[src/sv/gcode_move_line_parser_defines.svh]
// Assertion macros shared by the G-code move line parser RTL.
`ifndef GCODE_MOVE_LINE_PARSER_DEFINES_SVH
`define GCODE_MOVE_LINE_PARSER_DEFINES_SVH

// Same-cycle implication, sampled on i_clk, off during reset.
`define GMLP_ASSERT_IMPL(label, ante, cons) \
    label: assert property (@(posedge i_clk) disable iff (!i_rst_n) (ante) |-> (cons)) \
        else $error("gmlp assertion failed");

// Next-cycle implication, sampled on i_clk, off during reset.
`define GMLP_ASSERT_NEXT(label, ante, cons) \
    label: assert property (@(posedge i_clk) disable iff (!i_rst_n) (ante) |=> (cons)) \
        else $error("gmlp assertion failed");

`endif

[src/sv/gmlp_pkg.sv]
// Types, character codes and constants for the G-code move line parser.
`timescale 1ns / 1ps

package gmlp_pkg;

    localparam logic [3:0] ARG_CHARS = 4'd9;

    localparam logic [7:0] CH_NUL   = 8'h00;
    localparam logic [7:0] CH_SEMI  = 8'h3B;
    localparam logic [7:0] CH_SPACE = 8'h20;
    localparam logic [7:0] CH_G     = 8'h47;
    localparam logic [7:0] CH_X     = 8'h58;
    localparam logic [7:0] CH_Y     = 8'h59;
    localparam logic [7:0] CH_ZERO  = 8'h30;
    localparam logic [7:0] CH_ONE   = 8'h31;
    localparam logic [7:0] CH_NINE  = 8'h39;
    localparam logic [7:0] CH_PLUS  = 8'h2B;
    localparam logic [7:0] CH_MINUS = 8'h2D;
    localparam logic [7:0] CH_DOT   = 8'h2E;
    localparam logic [7:0] CH_TAB   = 8'h09;
    localparam logic [7:0] CH_CR    = 8'h0D;

    typedef enum logic [2:0] {
        PH_CMD      = 3'd0,
        PH_NUM      = 3'd1,
        PH_DONE_CMD = 3'd2,
        PH_WAIT_ARG = 3'd3,
        PH_ARG      = 3'd4,
        PH_SKIP     = 3'd5
    } t_phase;

    typedef enum logic [2:0] {
        NP_SIGN  = 3'd0,
        NP_INT   = 3'd1,
        NP_FRAC1 = 3'd2,
        NP_FRAC2 = 3'd3,
        NP_STOP  = 3'd4
    } t_nphase;

    typedef enum logic [1:0] {
        AX_NONE = 2'd0,
        AX_X    = 2'd1,
        AX_Y    = 2'd2
    } t_axis;

    typedef enum logic [1:0] {
        ST_OK     = 2'd0,
        ST_REJECT = 2'd1,
        ST_EARLY  = 2'd2
    } t_status;

    typedef struct packed {
        logic [31:0] acc;
        logic [3:0]  tenths;
        t_nphase     phase;
        logic        neg;
    } t_num;

    typedef struct packed {
        logic [31:0] x;
        logic [31:0] y;
        logic        x_given;
        logic        y_given;
        t_status     status;
    } t_result;

    function automatic logic is_term(input logic [7:0] c);
        return (c == CH_SEMI) || (c == CH_NUL);
    endfunction

    function automatic logic is_digit(input logic [7:0] c);
        return (c >= CH_ZERO) && (c <= CH_NINE);
    endfunction

    // acc * 10 + d, saturated to 32 bits
    function automatic logic [31:0] mac10_sat(input logic [31:0] acc, input logic [3:0] d);
        logic [35:0] m;
        m = ({4'd0, acc} << 3) + ({4'd0, acc} << 1) + {32'd0, d};
        return (|m[35:32]) ? 32'hFFFF_FFFF : m[31:0];
    endfunction

endpackage

[src/sv/gmlp_num.sv]
// Decimal number step: next accumulator state for one character, and tenths value.
`timescale 1ns / 1ps

module gmlp_num (
    input  gmlp_pkg::t_num  i_num,
    input  logic [7:0]      i_char,
    output gmlp_pkg::t_num  o_num,
    output logic [31:0]     o_tenths
);

    logic               w_dig;
    logic [3:0]         w_dval;
    gmlp_pkg::t_nphase  w_phase;

    assign w_dig  = gmlp_pkg::is_digit(i_char);
    assign w_dval = 4'(i_char - gmlp_pkg::CH_ZERO);

    assign o_tenths = i_num.neg ? 32'd0 : gmlp_pkg::mac10_sat(i_num.acc, i_num.tenths);

    always_comb begin
        o_num   = i_num;
        w_phase = i_num.phase;
        if (i_num.phase == gmlp_pkg::NP_SIGN) begin
            w_phase = gmlp_pkg::NP_INT;
        end
        if (i_num.phase == gmlp_pkg::NP_SIGN &&
            i_char >= gmlp_pkg::CH_TAB && i_char <= gmlp_pkg::CH_CR) begin
            o_num.phase = gmlp_pkg::NP_SIGN;
        end else if (i_num.phase == gmlp_pkg::NP_SIGN && i_char == gmlp_pkg::CH_MINUS) begin
            o_num.neg   = 1'b1;
            o_num.phase = gmlp_pkg::NP_INT;
        end else if (i_num.phase == gmlp_pkg::NP_SIGN && i_char == gmlp_pkg::CH_PLUS) begin
            o_num.phase = gmlp_pkg::NP_INT;
        end else begin
            unique case (w_phase)
                gmlp_pkg::NP_INT: begin
                    o_num.phase = gmlp_pkg::NP_INT;
                    if (w_dig) begin
                        o_num.acc = gmlp_pkg::mac10_sat(i_num.acc, w_dval);
                    end else if (i_char == gmlp_pkg::CH_DOT) begin
                        o_num.phase = gmlp_pkg::NP_FRAC1;
                    end else begin
                        o_num.phase = gmlp_pkg::NP_STOP;
                    end
                end
                gmlp_pkg::NP_FRAC1: begin
                    if (w_dig) begin
                        o_num.tenths = w_dval;
                        o_num.phase  = gmlp_pkg::NP_FRAC2;
                    end else begin
                        o_num.phase = gmlp_pkg::NP_STOP;
                    end
                end
                gmlp_pkg::NP_FRAC2: begin
                    if (!w_dig) begin
                        o_num.phase = gmlp_pkg::NP_STOP;
                    end
                end
                default: begin
                    o_num.phase = w_phase;
                end
            endcase
        end
    end

endmodule

[src/sv/gmlp_core.sv]
// Line parser state: command recognition, argument tracking and line result.
`timescale 1ns / 1ps

module gmlp_core (
    input  logic                i_clk,
    input  logic                i_rst_n,
    input  logic                i_en,
    input  logic [7:0]          i_char,
    output gmlp_pkg::t_result   o_res
);

    gmlp_pkg::t_phase   r_phase, n_phase;
    logic               r_rej, n_rej;
    gmlp_pkg::t_axis    r_axis, n_axis;
    logic [3:0]         r_cnt, n_cnt;
    gmlp_pkg::t_num     r_num, n_num;
    logic [31:0]        r_x, n_x, r_y, n_y;
    logic               r_xf, n_xf, r_yf, n_yf;

    gmlp_pkg::t_num     w_fed;
    logic [31:0]        w_val;
    logic [31:0]        w_ax, w_ay;
    logic               w_axf, w_ayf;
    logic [31:0]        w_fx, w_fy;
    logic               w_fxf, w_fyf;
    gmlp_pkg::t_status  w_status;
    gmlp_pkg::t_num     w_clr;

    gmlp_num u_num (
        .i_num    (r_num),
        .i_char   (i_char),
        .o_num    (w_fed),
        .o_tenths (w_val)
    );

    assign w_clr = '{acc: 32'd0, tenths: 4'd0, phase: gmlp_pkg::NP_SIGN, neg: 1'b0};

    // pending axis applied
    always_comb begin
        w_ax  = r_x;
        w_ay  = r_y;
        w_axf = r_xf;
        w_ayf = r_yf;
        if (r_axis == gmlp_pkg::AX_X) begin
            w_ax  = w_val;
            w_axf = 1'b1;
        end else if (r_axis == gmlp_pkg::AX_Y) begin
            w_ay  = w_val;
            w_ayf = 1'b1;
        end
    end

    // terminator result
    always_comb begin
        w_fx  = r_x;
        w_fy  = r_y;
        w_fxf = r_xf;
        w_fyf = r_yf;
        if (i_char == gmlp_pkg::CH_SEMI || r_phase == gmlp_pkg::PH_ARG) begin
            w_fx  = w_ax;
            w_fy  = w_ay;
            w_fxf = w_axf;
            w_fyf = w_ayf;
        end
        if (r_rej) begin
            w_status = gmlp_pkg::ST_REJECT;
        end else if (r_phase == gmlp_pkg::PH_CMD || r_phase == gmlp_pkg::PH_NUM) begin
            w_status = gmlp_pkg::ST_EARLY;
        end else begin
            w_status = gmlp_pkg::ST_OK;
        end
        o_res.status  = w_status;
        o_res.x_given = (w_status == gmlp_pkg::ST_OK) && w_fxf;
        o_res.y_given = (w_status == gmlp_pkg::ST_OK) && w_fyf;
        o_res.x       = o_res.x_given ? w_fx : 32'd0;
        o_res.y       = o_res.y_given ? w_fy : 32'd0;
    end

    always_comb begin
        n_phase = r_phase;
        n_rej   = r_rej;
        n_axis  = r_axis;
        n_cnt   = r_cnt;
        n_num   = r_num;
        n_x     = r_x;
        n_y     = r_y;
        n_xf    = r_xf;
        n_yf    = r_yf;
        if (gmlp_pkg::is_term(i_char)) begin
            n_phase = gmlp_pkg::PH_CMD;
            n_rej   = 1'b0;
            n_axis  = gmlp_pkg::AX_NONE;
            n_cnt   = 4'd0;
            n_num   = w_clr;
            n_x     = 32'd0;
            n_y     = 32'd0;
            n_xf    = 1'b0;
            n_yf    = 1'b0;
        end else if (!r_rej) begin
            unique case (r_phase)
                gmlp_pkg::PH_CMD: begin
                    if (i_char == gmlp_pkg::CH_G) begin
                        n_phase = gmlp_pkg::PH_NUM;
                    end else if (i_char != gmlp_pkg::CH_SPACE) begin
                        n_rej = 1'b1;
                    end
                end
                gmlp_pkg::PH_NUM: begin
                    if (i_char == gmlp_pkg::CH_ONE) begin
                        n_phase = gmlp_pkg::PH_DONE_CMD;
                    end else if (i_char != gmlp_pkg::CH_ZERO) begin
                        n_rej = 1'b1;
                    end
                end
                gmlp_pkg::PH_DONE_CMD: begin
                    if (i_char == gmlp_pkg::CH_SPACE) begin
                        n_phase = gmlp_pkg::PH_WAIT_ARG;
                    end else begin
                        n_rej = 1'b1;
                    end
                end
                gmlp_pkg::PH_WAIT_ARG: begin
                    if (i_char == gmlp_pkg::CH_X || i_char == gmlp_pkg::CH_Y) begin
                        n_axis  = (i_char == gmlp_pkg::CH_X) ? gmlp_pkg::AX_X
                                                             : gmlp_pkg::AX_Y;
                        n_cnt   = 4'd0;
                        n_num   = w_clr;
                        n_phase = gmlp_pkg::PH_ARG;
                    end else if (i_char != gmlp_pkg::CH_SPACE) begin
                        n_phase = gmlp_pkg::PH_SKIP;
                    end
                end
                gmlp_pkg::PH_ARG: begin
                    if (i_char == gmlp_pkg::CH_SPACE) begin
                        n_x     = w_ax;
                        n_y     = w_ay;
                        n_xf    = w_axf;
                        n_yf    = w_ayf;
                        n_axis  = gmlp_pkg::AX_NONE;
                        n_phase = gmlp_pkg::PH_WAIT_ARG;
                    end else if (r_cnt >= gmlp_pkg::ARG_CHARS) begin
                        n_phase = gmlp_pkg::PH_SKIP;
                    end else begin
                        n_cnt = 4'(r_cnt + 4'd1);
                        n_num = w_fed;
                    end
                end
                gmlp_pkg::PH_SKIP: begin
                    if (i_char == gmlp_pkg::CH_SPACE) begin
                        n_phase = gmlp_pkg::PH_WAIT_ARG;
                    end
                end
                default: begin
                    n_phase = gmlp_pkg::PH_CMD;
                end
            endcase
        end
    end

    always_ff @(posedge i_clk) begin
        if (!i_rst_n) begin
            r_phase <= gmlp_pkg::PH_CMD;
            r_rej   <= 1'b0;
            r_axis  <= gmlp_pkg::AX_NONE;
            r_cnt   <= 4'd0;
            r_num   <= '{acc: 32'd0, tenths: 4'd0, phase: gmlp_pkg::NP_SIGN, neg: 1'b0};
            r_x     <= 32'd0;
            r_y     <= 32'd0;
            r_xf    <= 1'b0;
            r_yf    <= 1'b0;
        end else if (i_en) begin
            r_phase <= n_phase;
            r_rej   <= n_rej;
            r_axis  <= n_axis;
            r_cnt   <= n_cnt;
            r_num   <= n_num;
            r_x     <= n_x;
            r_y     <= n_y;
            r_xf    <= n_xf;
            r_yf    <= n_yf;
        end
    end

endmodule

[src/sv/gcode_move_line_parser.sv]
// Top level of the G-code linear move line parser: input word register, parser, result register.
//
// Usage:
//   Input channel: one character per word on i_char_code, taken when i_valid is
//   high and o_stall is low. ';' or NUL ends a line.
//   Output channel: one result word per line end on o_x_tenths_mm, o_y_tenths_mm,
//   o_x_given, o_y_given, o_line_status, taken when o_valid is high and i_stall low.
//   A terminator is held in the input register, then the parser update writes
//   its result into the result register.
//   Throughput: one character per cycle while o_stall is low; the parser
//   state is updated once per character by a single multiply-by-ten accumulate.
//   Stalls: characters that end no line keep flowing while a result waits; a
//   terminator waits in the input register until the result register is free,
//   and o_stall is raised meanwhile.
//   Reset (i_rst_n low, synchronous): both registers empty, parser back to
//   awaiting the command letter with no axes pending.
`timescale 1ns / 1ps
`include "gcode_move_line_parser_defines.svh"

module gcode_move_line_parser (
    input  logic        i_clk,
    input  logic        i_rst_n,
    input  logic        i_valid,
    output logic        o_stall,
    input  logic [7:0]  i_char_code,
    output logic        o_valid,
    input  logic        i_stall,
    output logic [31:0] o_x_tenths_mm,
    output logic [31:0] o_y_tenths_mm,
    output logic        o_x_given,
    output logic        o_y_given,
    output logic [1:0]  o_line_status
);

    logic               r_in_valid;
    logic [7:0]         r_in_char;
    logic               r_out_valid;
    gmlp_pkg::t_result  r_out;

    logic               w_term;
    logic               w_out_free;
    logic               w_consume;
    logic               w_accept;
    gmlp_pkg::t_result  w_res;

    assign w_term     = gmlp_pkg::is_term(r_in_char);
    assign w_out_free = !r_out_valid || !i_stall;
    assign w_consume  = r_in_valid && (!w_term || w_out_free);
    assign o_stall    = r_in_valid && !w_consume;
    assign w_accept   = i_valid && !o_stall;

    gmlp_core u_core (
        .i_clk   (i_clk),
        .i_rst_n (i_rst_n),
        .i_en    (w_consume),
        .i_char  (r_in_char),
        .o_res   (w_res)
    );

    always_ff @(posedge i_clk) begin
        if (!i_rst_n) begin
            r_in_valid  <= 1'b0;
            r_out_valid <= 1'b0;
        end else begin
            if (w_accept) begin
                r_in_valid <= 1'b1;
                r_in_char  <= i_char_code;
            end else if (w_consume) begin
                r_in_valid <= 1'b0;
            end
            if (w_consume && w_term) begin
                r_out_valid <= 1'b1;
                r_out       <= w_res;
            end else if (!i_stall) begin
                r_out_valid <= 1'b0;
            end
        end
    end

    assign o_valid       = r_out_valid;
    assign o_x_tenths_mm = r_out.x;
    assign o_y_tenths_mm = r_out.y;
    assign o_x_given     = r_out.x_given;
    assign o_y_given     = r_out.y_given;
    assign o_line_status = r_out.status;

    `GMLP_ASSERT_NEXT(a_term_gives_result, w_consume && w_term, r_out_valid)
    `GMLP_ASSERT_IMPL(a_stall_needs_word, o_stall, r_in_valid && w_term && r_out_valid)
    `GMLP_ASSERT_IMPL(a_bad_line_no_axes,
        r_out_valid && (r_out.status != gmlp_pkg::ST_OK), !r_out.x_given && !r_out.y_given)
    `GMLP_ASSERT_IMPL(a_absent_axis_zero,
        r_out_valid && !r_out.x_given, r_out.x == 32'd0)

endmodule
[config.mk]
export PLATFORM = sky130hd
export DESIGN_NAME = gcode_move_line_parser
export DESIGN_NICKNAME = d
export VERILOG_FILES = /design/src/sv/gmlp_pkg.sv /design/src/sv/gmlp_num.sv /design/src/sv/gmlp_core.sv /design/src/sv/gcode_move_line_parser.sv
export VERILOG_INCLUDE_DIRS = /design/src /design/src/sv
export SDC_FILE = /design/constraint.sdc
export NUM_CORES = 1
export LEC_CHECK = 0
export BUFFER_PORTS_ARGS = -buffer_cell sky130_fd_sc_hd__buf_4
export CAP_MARGIN = 20
export CORE_MARGIN = 2
export CORE_UTILIZATION = 50
export CTS_BUF_LIST = sky130_fd_sc_hd__clkbuf_16
export DETAILED_ROUTE_END_ITERATION = 16
export HOLD_SLACK_MARGIN = 0.12
export PLACE_DENSITY_LB_ADDON = 0.08
export SYNTH_ARGS = -nofsm -noshare
export SYNTH_HDL_FRONTEND = slang
export SYNTH_SLANG_ARGS = --single-unit
[constraint.sdc]
create_clock -name i_clk -period 5.6 [get_ports i_clk]
set_input_delay 0.56 -clock i_clk [delete_from_list [all_inputs] [get_ports i_clk]]
set_output_delay 0.56 -clock i_clk [all_outputs]
set_load 0.1 [all_outputs]
Word-level counts from Yosys, hierarchy flattened
Index checks and enable logic that the tools add are counted.

storage, ports and cells
  input port bits = 12
  output and inout port bits = 70
  word-level logic and storage cells = 202
  flip-flop bits (word level) = 194

cells by class
  magnitude comparators = 5
  add/sub/neg operators = 5
  equality and inequality tests = 40
  reductions and logical operators = 43
  muxes and demuxes = 89

operators by type and width
  operator                                                                             count
  32-bit 2-to-1 mux                                                                    18
  40-bit 2-to-1 mux                                                                    5
  36-bit 2-to-1 mux                                                                    3
  40-bit one-hot mux with 2 select lines                                               1
  36-bit by 4-bit adder with 36-bit output                                             2
  3-bit 2-to-1 mux                                                                     17
  8-bit by 6-bit == test with 1-bit output, second input constant                      6
  35-bit by 33-bit adder with 36-bit output                                            1
  3-bit != test, second input constant                                                 12
  4-bit 2-to-1 mux                                                                     7
  1-bit 2-to-1 mux                                                                     26
  8-bit by 7-bit == test with 1-bit output, second input constant                      3
  11-bit AND reduction                                                                 2
  8-bit by 6-bit != test with 1-bit output, second input constant                      2
  3-bit one-hot mux with 5 select lines                                                1
  2-bit 2-to-1 mux                                                                     7
  7-bit AND reduction                                                                  2
  3-bit by 2-bit == test with 1-bit output, second input constant                      4
  1-bit logical AND                                                                    11
  3-bit one-hot mux with 3 select lines                                                1
  8-bit by 4-bit greater-or-equal comparator with 1-bit output, second input constant  1
  8-bit by 6-bit greater-or-equal comparator with 1-bit output, second input constant  1
  8-bit by 4-bit less-or-equal comparator with 1-bit output, second input constant     1
  8-bit by 6-bit less-or-equal comparator with 1-bit output, second input constant     1
  other kinds (31)                                                                     47

Depth between registers and ports, before layout
Gate-level depths: netlist (run 1).

  depth in word-level cells = 14
  mapped depth = 15
  mapped depth without buffers = 13

Hierarchy
From an unflattened synthesis (run 1), not the netlist that was laid out.

unflattened totals
  cell total of the unflattened synthesis = 1481
  area total of the unflattened synthesis = 12162.9 sq um

by module, submodules not included
  module                  instances  sequential area each (sq um)  cells an instance  area each (sq um)
  gmlp_core               1          2322.2                        706                5362.6
  gmlp_num                1          0.0                           680                4362.9
  gcode_move_line_parser  1          2322.2                        95                 2437.3

Worst setup path before layout (run 1)
OpenSTA, ideal clock, no wires.

  kind = flip-flop to flip-flop
  from = register r_in_char[1]
  to = register r_out, in the netlist o_line_status[0] (enable)
  path buffers = 2
  arrival = 4.657 ns
  path slack = 0.449 ns
  cell stages (with the launch flop) = 8
  library setup time = 0.494 ns
  clock period less this slack = 5.151 ns
  required time = 5.106 ns
  path through = edfxtp_1 clkbuf_1 nand2_1 or3_1 a21oi_1 clkbuf_1 nand3_1 nor2_1

on the way
  cells in the longest elaborated chain, start to end = 7
  elaborated cells on any way between the ends = 8
  those cells by class = 1 x eq/ne; 7 x reduce/logical

RTL lines
  item                                                                                  line                          RTL
  start: declaration                                                                    gcode_move_line_parser.sv:36  logic [7:0] r_in_char;
  start signal: assignment                                                              gcode_move_line_parser.sv:67  r_in_char <= i_char_code;
  8-bit by 6-bit == test with 1-bit output / 8-bit logical NOT (equally long branches)  gmlp_pkg.sv:68                return (c == CH_SEMI) || (c == CH_NUL);
  1-bit logical OR (*)                                                                  gmlp_pkg.sv:68
  1-bit logical NOT                                                                     gcode_move_line_parser.sv:48  assign w_consume = r_in_valid && (!w_term || w_out_free);
  1-bit logical OR                                                                      gcode_move_line_parser.sv:48
  1-bit logical AND                                                                     gcode_move_line_parser.sv:48
  1-bit logical AND (*)                                                                 gcode_move_line_parser.sv:71  if (w_consume && w_term) begin
  2-bit AND reduction (no source line) (*)                                              -
  end signal: assignment                                                                gcode_move_line_parser.sv:73  r_out <= w_res;
  end: declaration                                                                      gcode_move_line_parser.sv:38  gmlp_pkg::t_result r_out;

Every way passes the cells marked *; elsewhere a longest branch is shown, timed or not.
A chain may end at the register's enable or synchronous reset.

Worst setup path after layout (run 1)
  from = register u_core.r_num[8] in the netlist's numbering
  to = register r_out, in the netlist o_y_tenths_mm[30] (data pin)

on the way
  cells in the longest elaborated chain, start to end = 8

RTL lines
  item                                           line              RTL
  start: declaration                             gmlp_core.sv:16   gmlp_pkg::t_num r_num, n_num;
  start signal: assignment                       gmlp_core.sv:166  r_num <= '{acc: 32'd0, tenths: 4'd0, phase: gmlp_pkg::NP_SIGN, neg: 1'b0};
  start signal: assignment                       gmlp_core.sv:176  r_num <= n_num;
  35-bit by 33-bit adder with 36-bit output (*)  gmlp_pkg.sv:78    m = ({4'd0, acc} << 3) + ({4'd0, acc} << 1) + {32'd0, d};
  36-bit by 4-bit adder with 36-bit output (*)   gmlp_pkg.sv:78
  4-bit OR reduction                             gmlp_pkg.sv:79    return (|m[35:32]) ? 32'hFFFF_FFFF : m[31:0];
  32-bit 2-to-1 mux (*)                          gmlp_pkg.sv:79
  32-bit 2-to-1 mux (*)                          gmlp_num.sv:18    assign o_tenths = i_num.neg ? 32'd0 : gmlp_pkg::mac10_sat(i_num.acc, i_num.tenths);
  32-bit 2-to-1 mux (*)                          gmlp_core.sv:47   end else if (r_axis == gmlp_pkg::AX_Y) begin
  32-bit 2-to-1 mux (*)                          gmlp_core.sv:44   if (r_axis == gmlp_pkg::AX_X) begin
  32-bit 2-to-1 mux (*)                          gmlp_core.sv:59   if (i_char == gmlp_pkg::CH_SEMI || r_phase == gmlp_pkg::PH_ARG) begin

Marked as above.

==> flow_summary.toml, run 1 <==
[run_status]
status = "completed"

[cells_and_area]
stdcell_count = 1751
nNetsFinal = 1473
seq_area_um2 = 4640
n_antenna_cell = 0
drive_gt1_frac = 0.117
multi_input_area_um2 = 6810
nFillCells = 2146
final_cell_area_um2 = 13300
syn_to_final_growth_pct = 11.5

[critical_path]
timing.reg2reg.setup_slack_ns = 0.40
path_buf_inv = 0
critPathKind = "reg2reg"
slowest_stage = "or4_1"
end_kind = "register"
critical_path_arrival_ns = 5.38
start_kind = "register"
crit_start = "u_core.r_num[8]"
cp_top_family = "compound AO/OA/AOI/OAI gates"
cp_slowest_stage_delay_ns = 0.59
regToRegStartpoint = "u_core.r_num[8]"
cp.required_ns = 5.79
worstPathMaxFanout = 19
path_cells = "ha_1 > fa_1 > a21o_1 > a221oi_2 > o311ai_1 > a221oi_1 > xnor2_1 > nand3b_1 > or4_1 > nor3_1 > mux2_2 > o21a_1 > a221o_1"

[logic_synthesis]
syn-cell-area_um2 = 12000
yosysTopAreaCell = "dfxtp_1"
yosys_warnings = 0
yosys.area.top_type_share = 0.197
synth-xor-area-share = 0.0604
syn_avg_cell_area_um2 = 8.59
synth_seq_cells = 194
synth_edf_count = 76
synthAdderAreaFrac = 0.0458
synth_cell_types = 77
async_reset_ff_frac = 0
postSynthCellCount = 1394
synth-compound-area-share = 0.254
synth-main-ff-cell = "dfxtp_1"
synth_nets = 1448
synth_top_family_by_area = "compound AO/OA/AOI/OAI gates"
synth.area.mux_share = 0.00606
synthTopCellsByArea = "dfxtp_1 (20%), edfxtp_1 (19%), a21oi_1 (5.9%)"
yosys.area_share.simple = 0.199
ys_seq_area_frac = 0.388

[clocking]
cts_sinks = 194
clkLatencyLatePin_ns = 0.44
htreeDepth = 4
clock_path_buffers = 2
postCtsResizedCells = 0
cts_tree = "built"
cts_root_buf = "clkbuf_16"
cts_made_buffers = 17
clk_pin_slew_ns = 0.08
hold_buffers = 0
post_cts_buffers = 0

[sta]
timing.fmax_ghz = 0.192
finalMaxSlewViolations = 0
relSlewSlack = 0.372
worst_pin_slew_ns = 0.939
whs_ns = 0.291
period_needed_ns = 5.20
tns_ns = 0
rsz0062_at_grt = "no"
setup_viol = 0
min_period_over_period = 0.928
fin_skew_ns = 0.00993
hold_violations = 0

[power_and_ir_drop]
power_density_nw_per_um2 = 205
peakVddDrop_mv = 0.175
p_leak_nw = 4.92

[placed_design]
dp_cells = 1719
hpwl_um = 24300
placed_area_um2 = 12800
gp_congestion = 0.931
port_buffers = 81

[route]
via_per_inst = 6.15
wl_met1_um = 16100
drc = 0
drt_iter0_drc = 1051
wl_per_cell_um = 18.9
wl_met3_um = 2100
routed_wl_um = 33100
wl_met2_um = 14300
ant_nets = 0
vias = 10765
firstDrtPassIters = 6
dr.max_layer_used = "met4"

[global_routing]
gr-total-overflow = 0
antenna_found_initial = 1
grt_max_degree = 59
grt_pass1_wl_um = 53800
track_usage = 0.261
grt_pass1_vias = 9892

[floorplan]
start_util = 0.510
dieArea_um2 = 25200
io_pins = 82
die_y_um = 159
row_count = 56
core_area_um2 = 23500
dieWidth_um = 159

[hold_path]
holdCritPathClass = "in2reg"
min_from = "i_char_code[0]"

[flow_run]
max_cap_viol_count = 0
through the flow:
step                utilization  worst slack [ns]  power, mW
floorplan                     -             0.449       1.53
global placement          0.543             0.538       1.54
detailed placement        0.543             0.472       1.54
CTS                       0.568             0.468       2.75
global route              0.568            0.0697       2.82
finish                    0.568             0.401       2.74
report_power, final:
group	internal [mW]	total [mW]	switching, mW
Combinational	0.0125	0.0398	0.0273
Clock	0.600	1.23	0.625
Sequential	1.46	1.47	0.0110
Total	2.07	2.74	0.663
path summary, 6_finish.rpt:
kind	depth (start not counted)	to
setup / recovery	13	o_y_tenths_mm[30]
hold / removal	1	r_in_char[0]
hold reg to reg	2	u_core.r_x[23]
setup reg to reg	13	o_y_tenths_mm[30]
metal layers:
metal | GRT usage | vias up
met3 | 0.0368 | 42
met5 | 0 | -
met4 | 0.0721 | 0
met2 | 0.391 | 410
li1 | - | 5247
met1 | 0.392 | 5066
cells in the final DEF (no fill, tap or decap), types with 17 or more instances in the layout:
cell / count
ha_1: 39
nand3_1: 24
o211ai_1: 20
o21ai_0: 95
xor2_1: 34
xnor2_1: 43
and2_1: 17
nand2_1: 164
clkbuf_16: 17
dfxtp_1: 118
nor2_1: 94
edfxtp_1: 76
a22oi_1: 50
inv_1: 31
nand4_1: 27
a221o_1: 20
nor2b_1: 42
a311oi_1: 32
buf_4: 102
nor3_1: 31
a21oi_1: 142
Yosys cell counts, types with 7 or more instances:
cell	number
a211oi_1	10
a21o_1	11
a21oi_1	142
a221o_1	20
a22oi_1	50
a311oi_1	32
a31oi_1	7
and2_1	17
and3_1	9
buf_2	19
buf_4	7
clkbuf_1	68
dfxtp_1	118
edfxtp_1	76
ha_1	39
inv_1	30
nand2_1	164
nand2b_1	9
nand3_1	24
nand4_1	27
nand4b_1	7
nor2_1	97
nor2b_1	42
nor3_1	31
nor4_1	14
o211ai_1	20
o21ai_0	95
o21ai_1	8
or3_1	13
or4_1	9
xnor2_1	43
xor2_1	34
final cells by class:
| cell class | count | share of cell area |
|---|---|---|
| multi-input cells | 1072 | 0.510 |
| flip-flops and latches | 194 | 0.348 |
| repair buffers | 103 | 0.0589 |
| well taps | 319 | 0.0299 |
| clock buffers | 17 | 0.0319 |
| inverters | 31 | 0.00872 |
| clock inverters | 15 | 0.0120 |
cells by family after synthesis:
group                    after synthesis
AO/OA/AOI/OAI                        457
AND/OR/NAND/NOR                      486
XOR/XNOR                              80
flip-flops                           194
multiplexers                           7
buffers and inverters                128
adder cells (fa/ha/maj)               42
flip-flops by register name (all words and copies together) (netlist names):
signal	flops
o_valid	1
u_core.r_xf	1
o_line_status	2
o_y_given	1
o_x_given	1
u_core.r_yf	1
o_x_tenths_mm	32
u_core.r_cnt	4
u_core.r_num	40
u_core.r_rej	1
u_core.r_y	32
o_y_tenths_mm	32
r_in_valid	1
u_core.r_axis	2
r_in_char	8
u_core.r_phase	3
u_core.r_x	32
No activity file was read; power rests on OpenSTA's default activity.
==> run 2, diff against run 1 <==
==> constraint.sdc (replaced) <==
create_clock -name i_clk -period 5.2 [get_ports i_clk]
set_input_delay 0.52 -clock i_clk [delete_from_list [all_inputs] [get_ports i_clk]]
set_output_delay 0.52 -clock i_clk [all_outputs]
set_load 0.05 [all_outputs]
==> flow_summary.toml, run 2 (synthesis gave the netlist of run 1 again) <==
[sta]
finalMaxSlewViolations = 0
tns_ns = 0
fin_skew_ns = 0.0141
rsz0062_at_grt = "no"
relSlewSlack = 0.401
period_needed_ns = 4.94
worst_pin_slew_ns = 0.898
hold_violations = 0
min_period_over_period = 0.950
timing.fmax_ghz = 0.203
setup_slack_ns = 0.263
setup_viol = 0

[global_routing]
antenna_found_initial = 0
grt_pass1_vias = 9985
grt_pass1_wl_um = 54900
grt_max_degree = 69
gr-total-overflow = 0
track_usage = 0.267

[cells_and_area]
layout_common_cells = "nand2_1 (164), a21oi_1 (142), dfxtp_1 (118), buf_4 (116), o21ai_0 (95)"
top_register = "u_core.r_num"
final_common_cell = "nand2_1"
nNetsFinal = 1488
nFillCells = 2138
largest_reg_flops = 40
drive_gt1_frac = 0.127
stdcell_count = 1766
n_antenna_cell = 0
syn_to_final_growth_pct = 12.6

[clocking]
clkLatencyLatePin_ns = 0.45
htreeDepth = 4
hold_buffers = 0
cts_sinks = 194
clk_pin_slew_ns = 0.08
cts_made_buffers = 17
clock_path_buffers = 2
cts_tree = "built"
cts_root_buf = "clkbuf_16"

[floorplan]
io_pins = 82
row_count = 56
die_y_um = 159
dieArea_um2 = 25200
start_util = 0.510
dieWidth_um = 159
core_area_um2 = 23500

[run_status]
status = "completed"

[route]
vias = 10793
drt_iter0_drc = 984
drc = 0
ant_nets = 0
firstDrtPassIters = 6
wl_per_cell_um = 19.0
via_per_inst = 6.11
routed_wl_um = 33600

[power_and_ir_drop]
peakVddDrop_mv = 0.209
power_density_nw_per_um2 = 220
p_leak_nw = 5.00

[placed_design]
dp_cells = 1734
dp_slack_ns = 0.171
port_buffers = 81
hpwl_um = 24600
gp_congestion = 0.893

[critical_path]
start_kind = "register"
slowest_stage = "or4_4"
end_kind = "register"
cp.required_ns = 5.40
critPathKind = "reg2reg"
path_cells = "ha_1 > fa_1 > a21o_1 > a221oi_2 > o311a_1 > xnor2_2 > nand4_1 > or4_4 > or2_1 > nor3_1 > mux2_2 > o21a_1 > buf_4 > a221o_1"
worstPathMaxFanout = 19
cp_slowest_stage_delay_ns = 0.58
critical_path_arrival_ns = 5.13

[hold_path]
holdCritPathClass = "in2reg"

[flow_run]
max_cap_viol_count = 0
-- run 2: final timing paths --
kind,from,to,cells after the start,slack (ns)
setup reg to reg,u_core.r_num[8],o_y_tenths_mm[13],14,0.26
hold / removal,i_char_code[6],r_in_char[6],1,0.24
setup / recovery,u_core.r_num[8],o_y_tenths_mm[13],14,0.26
hold reg to reg,u_core.r_y[28],u_core.r_y[28],2,0.46
-- run 2: worst max-delay path, delay by kind of cell, from the launching register on --
| family | cells | cell delay (ns) |
|---|---|---|
| AOI/OAI and AO/OA | 5 | 1.48 |
| and+or+nand+nor | 4 | 1.30 |
| adders and majority gates | 2 | 0.71 |
| muxes | 1 | 0.45 |
| DFF | 1 | 0.34 |
| xor gates and xnor gates | 1 | 0.22 |
| buffers and inverters | 1 | 0.20 |
-- run 2: power by group --
part           total (mW)  internal (mW)  switching, mW  leakage [nW]
clock network        1.33          0.647          0.686         0.292
registers            1.58           1.57         0.0120          1.81
logic              0.0432         0.0135         0.0297          2.90
-- run 2: through the flow --
step	hold slack, ns	power (mW)	instance area [µm²]	utilization
detailed placement	0.444	1.66	12900	0.549
floorplan	0.406	1.64	12000	-
global route	0.228	3.05	13500	0.574
global placement	0.437	1.66	12900	0.549
finish	0.242	2.96	13500	0.574
CTS	0.235	2.98	13500	0.574
-- run 2: area by class of cell --
class / instances / area (µm²) / share of cell area
flip-flops and latches: 194 / 4640 / 0.344
clock buffers: 17 / 425 / 0.0316
multi-input cells: 1072 / 6820 / 0.506
clock inverters: 15 / 166 / 0.0123
well taps: 319 / 399 / 0.0296
inverters: 31 / 116 / 0.00863
repair buffers: 118 / 911 / 0.0676
-- run 2: repair_timing --
action / in CTS / in global routing
buffers inserted: 0 / 0
gates resized for setup: 0 / 2
endpoints found under the setup margin: 0 / 21
endpoints found under the hold margin: 0 / 0
-- run 2: routing by layer --
layer / part of all wire / vias to the layer above / track usage
met5: 0 / - / 0
met4: 0.0070 / 0 / 0.0442
met3: 0.069 / 18 / 0.0397
met2: 0.45 / 413 / 0.416
met1: 0.48 / 5082 / 0.397
li1: - / 5280 / -
==> run 3, diff against run 2 <==
Settings changed: CELL_PAD_IN_SITES_DETAIL_PLACEMENT set to 0, CELL_PAD_IN_SITES_GLOBAL_PLACEMENT set to 1, CORE_UTILIZATION 50 to 47.
==> flow_summary.toml, run 3 (synthesis gave the netlist of run 1 again) <==
[floorplan]
dieArea_um2 = 26800
row_count = 58
die_y_um = 164
io_pins = 82
core_area_um2 = 25100
start_util = 0.477
dieWidth_um = 164

[clocking]
clkLatencyLatePin_ns = 0.44
clk_pin_slew_ns = 0.08
cts_sinks = 194
post_cts_buffers = 0
htreeDepth = 4
cts_tree = "built"
cts_made_buffers = 17
cts_root_buf = "clkbuf_16"
clock_path_buffers = 2

[global_routing]
track_usage = 0.263
gr-total-overflow = 0
antenna_found_initial = 0
grt_pass1_vias = 9874
grt_max_degree = 69
grt_pass1_wl_um = 55600

[placed_design]
gp_congestion = 0.901
port_buffers = 81
hpwl_um = 25400

[critical_path]
cp.required_ns = 5.38
worstPathMaxFanout = 19
critical_path_arrival_ns = 5.06
slowest_stage = "or4_4"
timing.reg2reg.setup_slack_ns = 0.33
cp_slowest_stage_delay_ns = 0.58
path_buf_inv = 0
path_cells = "ha_1 > fa_1 > a21o_1 > a221oi_4 > o311a_1 > xnor2_2 > nand4_1 > or4_4 > or2_1 > nor3_1 > mux2_2 > o21a_2 > a221o_1"
end_kind = "register"
critPathKind = "reg2reg"
cp_top_family = "compound AO/OA/AOI/OAI gates"
start_kind = "register"

[sta]
hold_violations = 0
relSlewSlack = 0.419
timing.fmax_ghz = 0.205
min_period_over_period = 0.937
finalMaxSlewViolations = 0
period_needed_ns = 4.87
fin_skew_ns = 0.0173
rsz0062_at_grt = "no"
setup_viol = 0
tns_ns = 0
worst_pin_slew_ns = 0.871

[power_and_ir_drop]
finalPower_mw = 2.96
peakVddDrop_mv = 0.210
p_leak_nw = 5.03
power_density_nw_per_um2 = 219

[route]
drc = 0
wl_per_cell_um = 19.6
firstDrtPassIters = 6
via_per_inst = 6.05
ant_nets = 0
vias = 10802
drt_iter0_drc = 888
routed_wl_um = 35000

[cells_and_area]
syn_to_final_growth_pct = 13.2
drive_gt1_frac = 0.132
layout_common_cells = "nand2_1 (164), a21oi_1 (142), buf_4 (124), dfxtp_1 (118), o21ai_0 (95)"
n_antenna_cell = 0
largest_reg_flops = 40
top_register = "u_core.r_num"
final_common_cell = "nand2_1"
nFillCells = 2376
nNetsFinal = 1495

[hold_path]
holdCritPathClass = "in2reg"

[flow_run]
max_cap_viol_count = 0

[run_status]
status = "completed"
## run 3: area by class of cell
class,count,area (µm²),share of cell area
Multi-Input combinational cell,1072,6830,0.504
Clock buffer,17,425,0.0314
Inverter,31,116,0.00859
Tap cell,330,413,0.0305
Clock inverter,15,166,0.0123
Timing Repair Buffer,125,951,0.0702
Sequential cell,194,4640,0.343
## run 3: stage by stage
step | cell area, µm² | utilization | std cells | setup slack (ns) | hold WS (ns)
after floorplan | 12000 | - | 1394 | 0.0486 | 0.406
after global placement | 12900 | 0.515 | 1752 | 0.153 | 0.438
after detailed placement | 12900 | 0.515 | 1752 | 0.0617 | 0.444
after CTS | 13500 | 0.539 | 1784 | 0.0243 | 0.241
after global routing | 13500 | 0.540 | 1784 | 0.0653 | 0.235
final | 13500 | 0.540 | 1784 | 0.325 | 0.254
## run 3: power breakdown
| group | internal [mW] | switching [mW] |
|---|---|---|
| sequential | 1.57 | 0.0116 |
| combinational | 0.0135 | 0.0306 |
| clock | 0.646 | 0.685 |
## run 3: timing repair
| action | 4_1_cts | 5_1_grt |
|---|---|---|
| hold buffers | 0 | 0 |
| gates resized for setup | 0 | 4 |
| setup endpoints to repair | 0 | 65 |
## run 3: layer usage
metal	vias up	part of all wire	GRT usage
li1	5296	-	-
met1	5135	0.49	0.393
met3	38	0.052	0.0386
met2	333	0.45	0.400
met5	-	0	0
met4	0	0.015	0.0610
## run 3: worst paths after layout
path                      endpoint  cells past startpoint       startpoint
setup / recovery  o_y_tenths_mm[4]                     13  u_core.r_num[8]
setup reg to reg  o_y_tenths_mm[4]                     13  u_core.r_num[8]
hold / removal        r_in_char[4]                      1   i_char_code[4]
hold reg to reg     u_core.r_x[28]                      2   u_core.r_x[28]
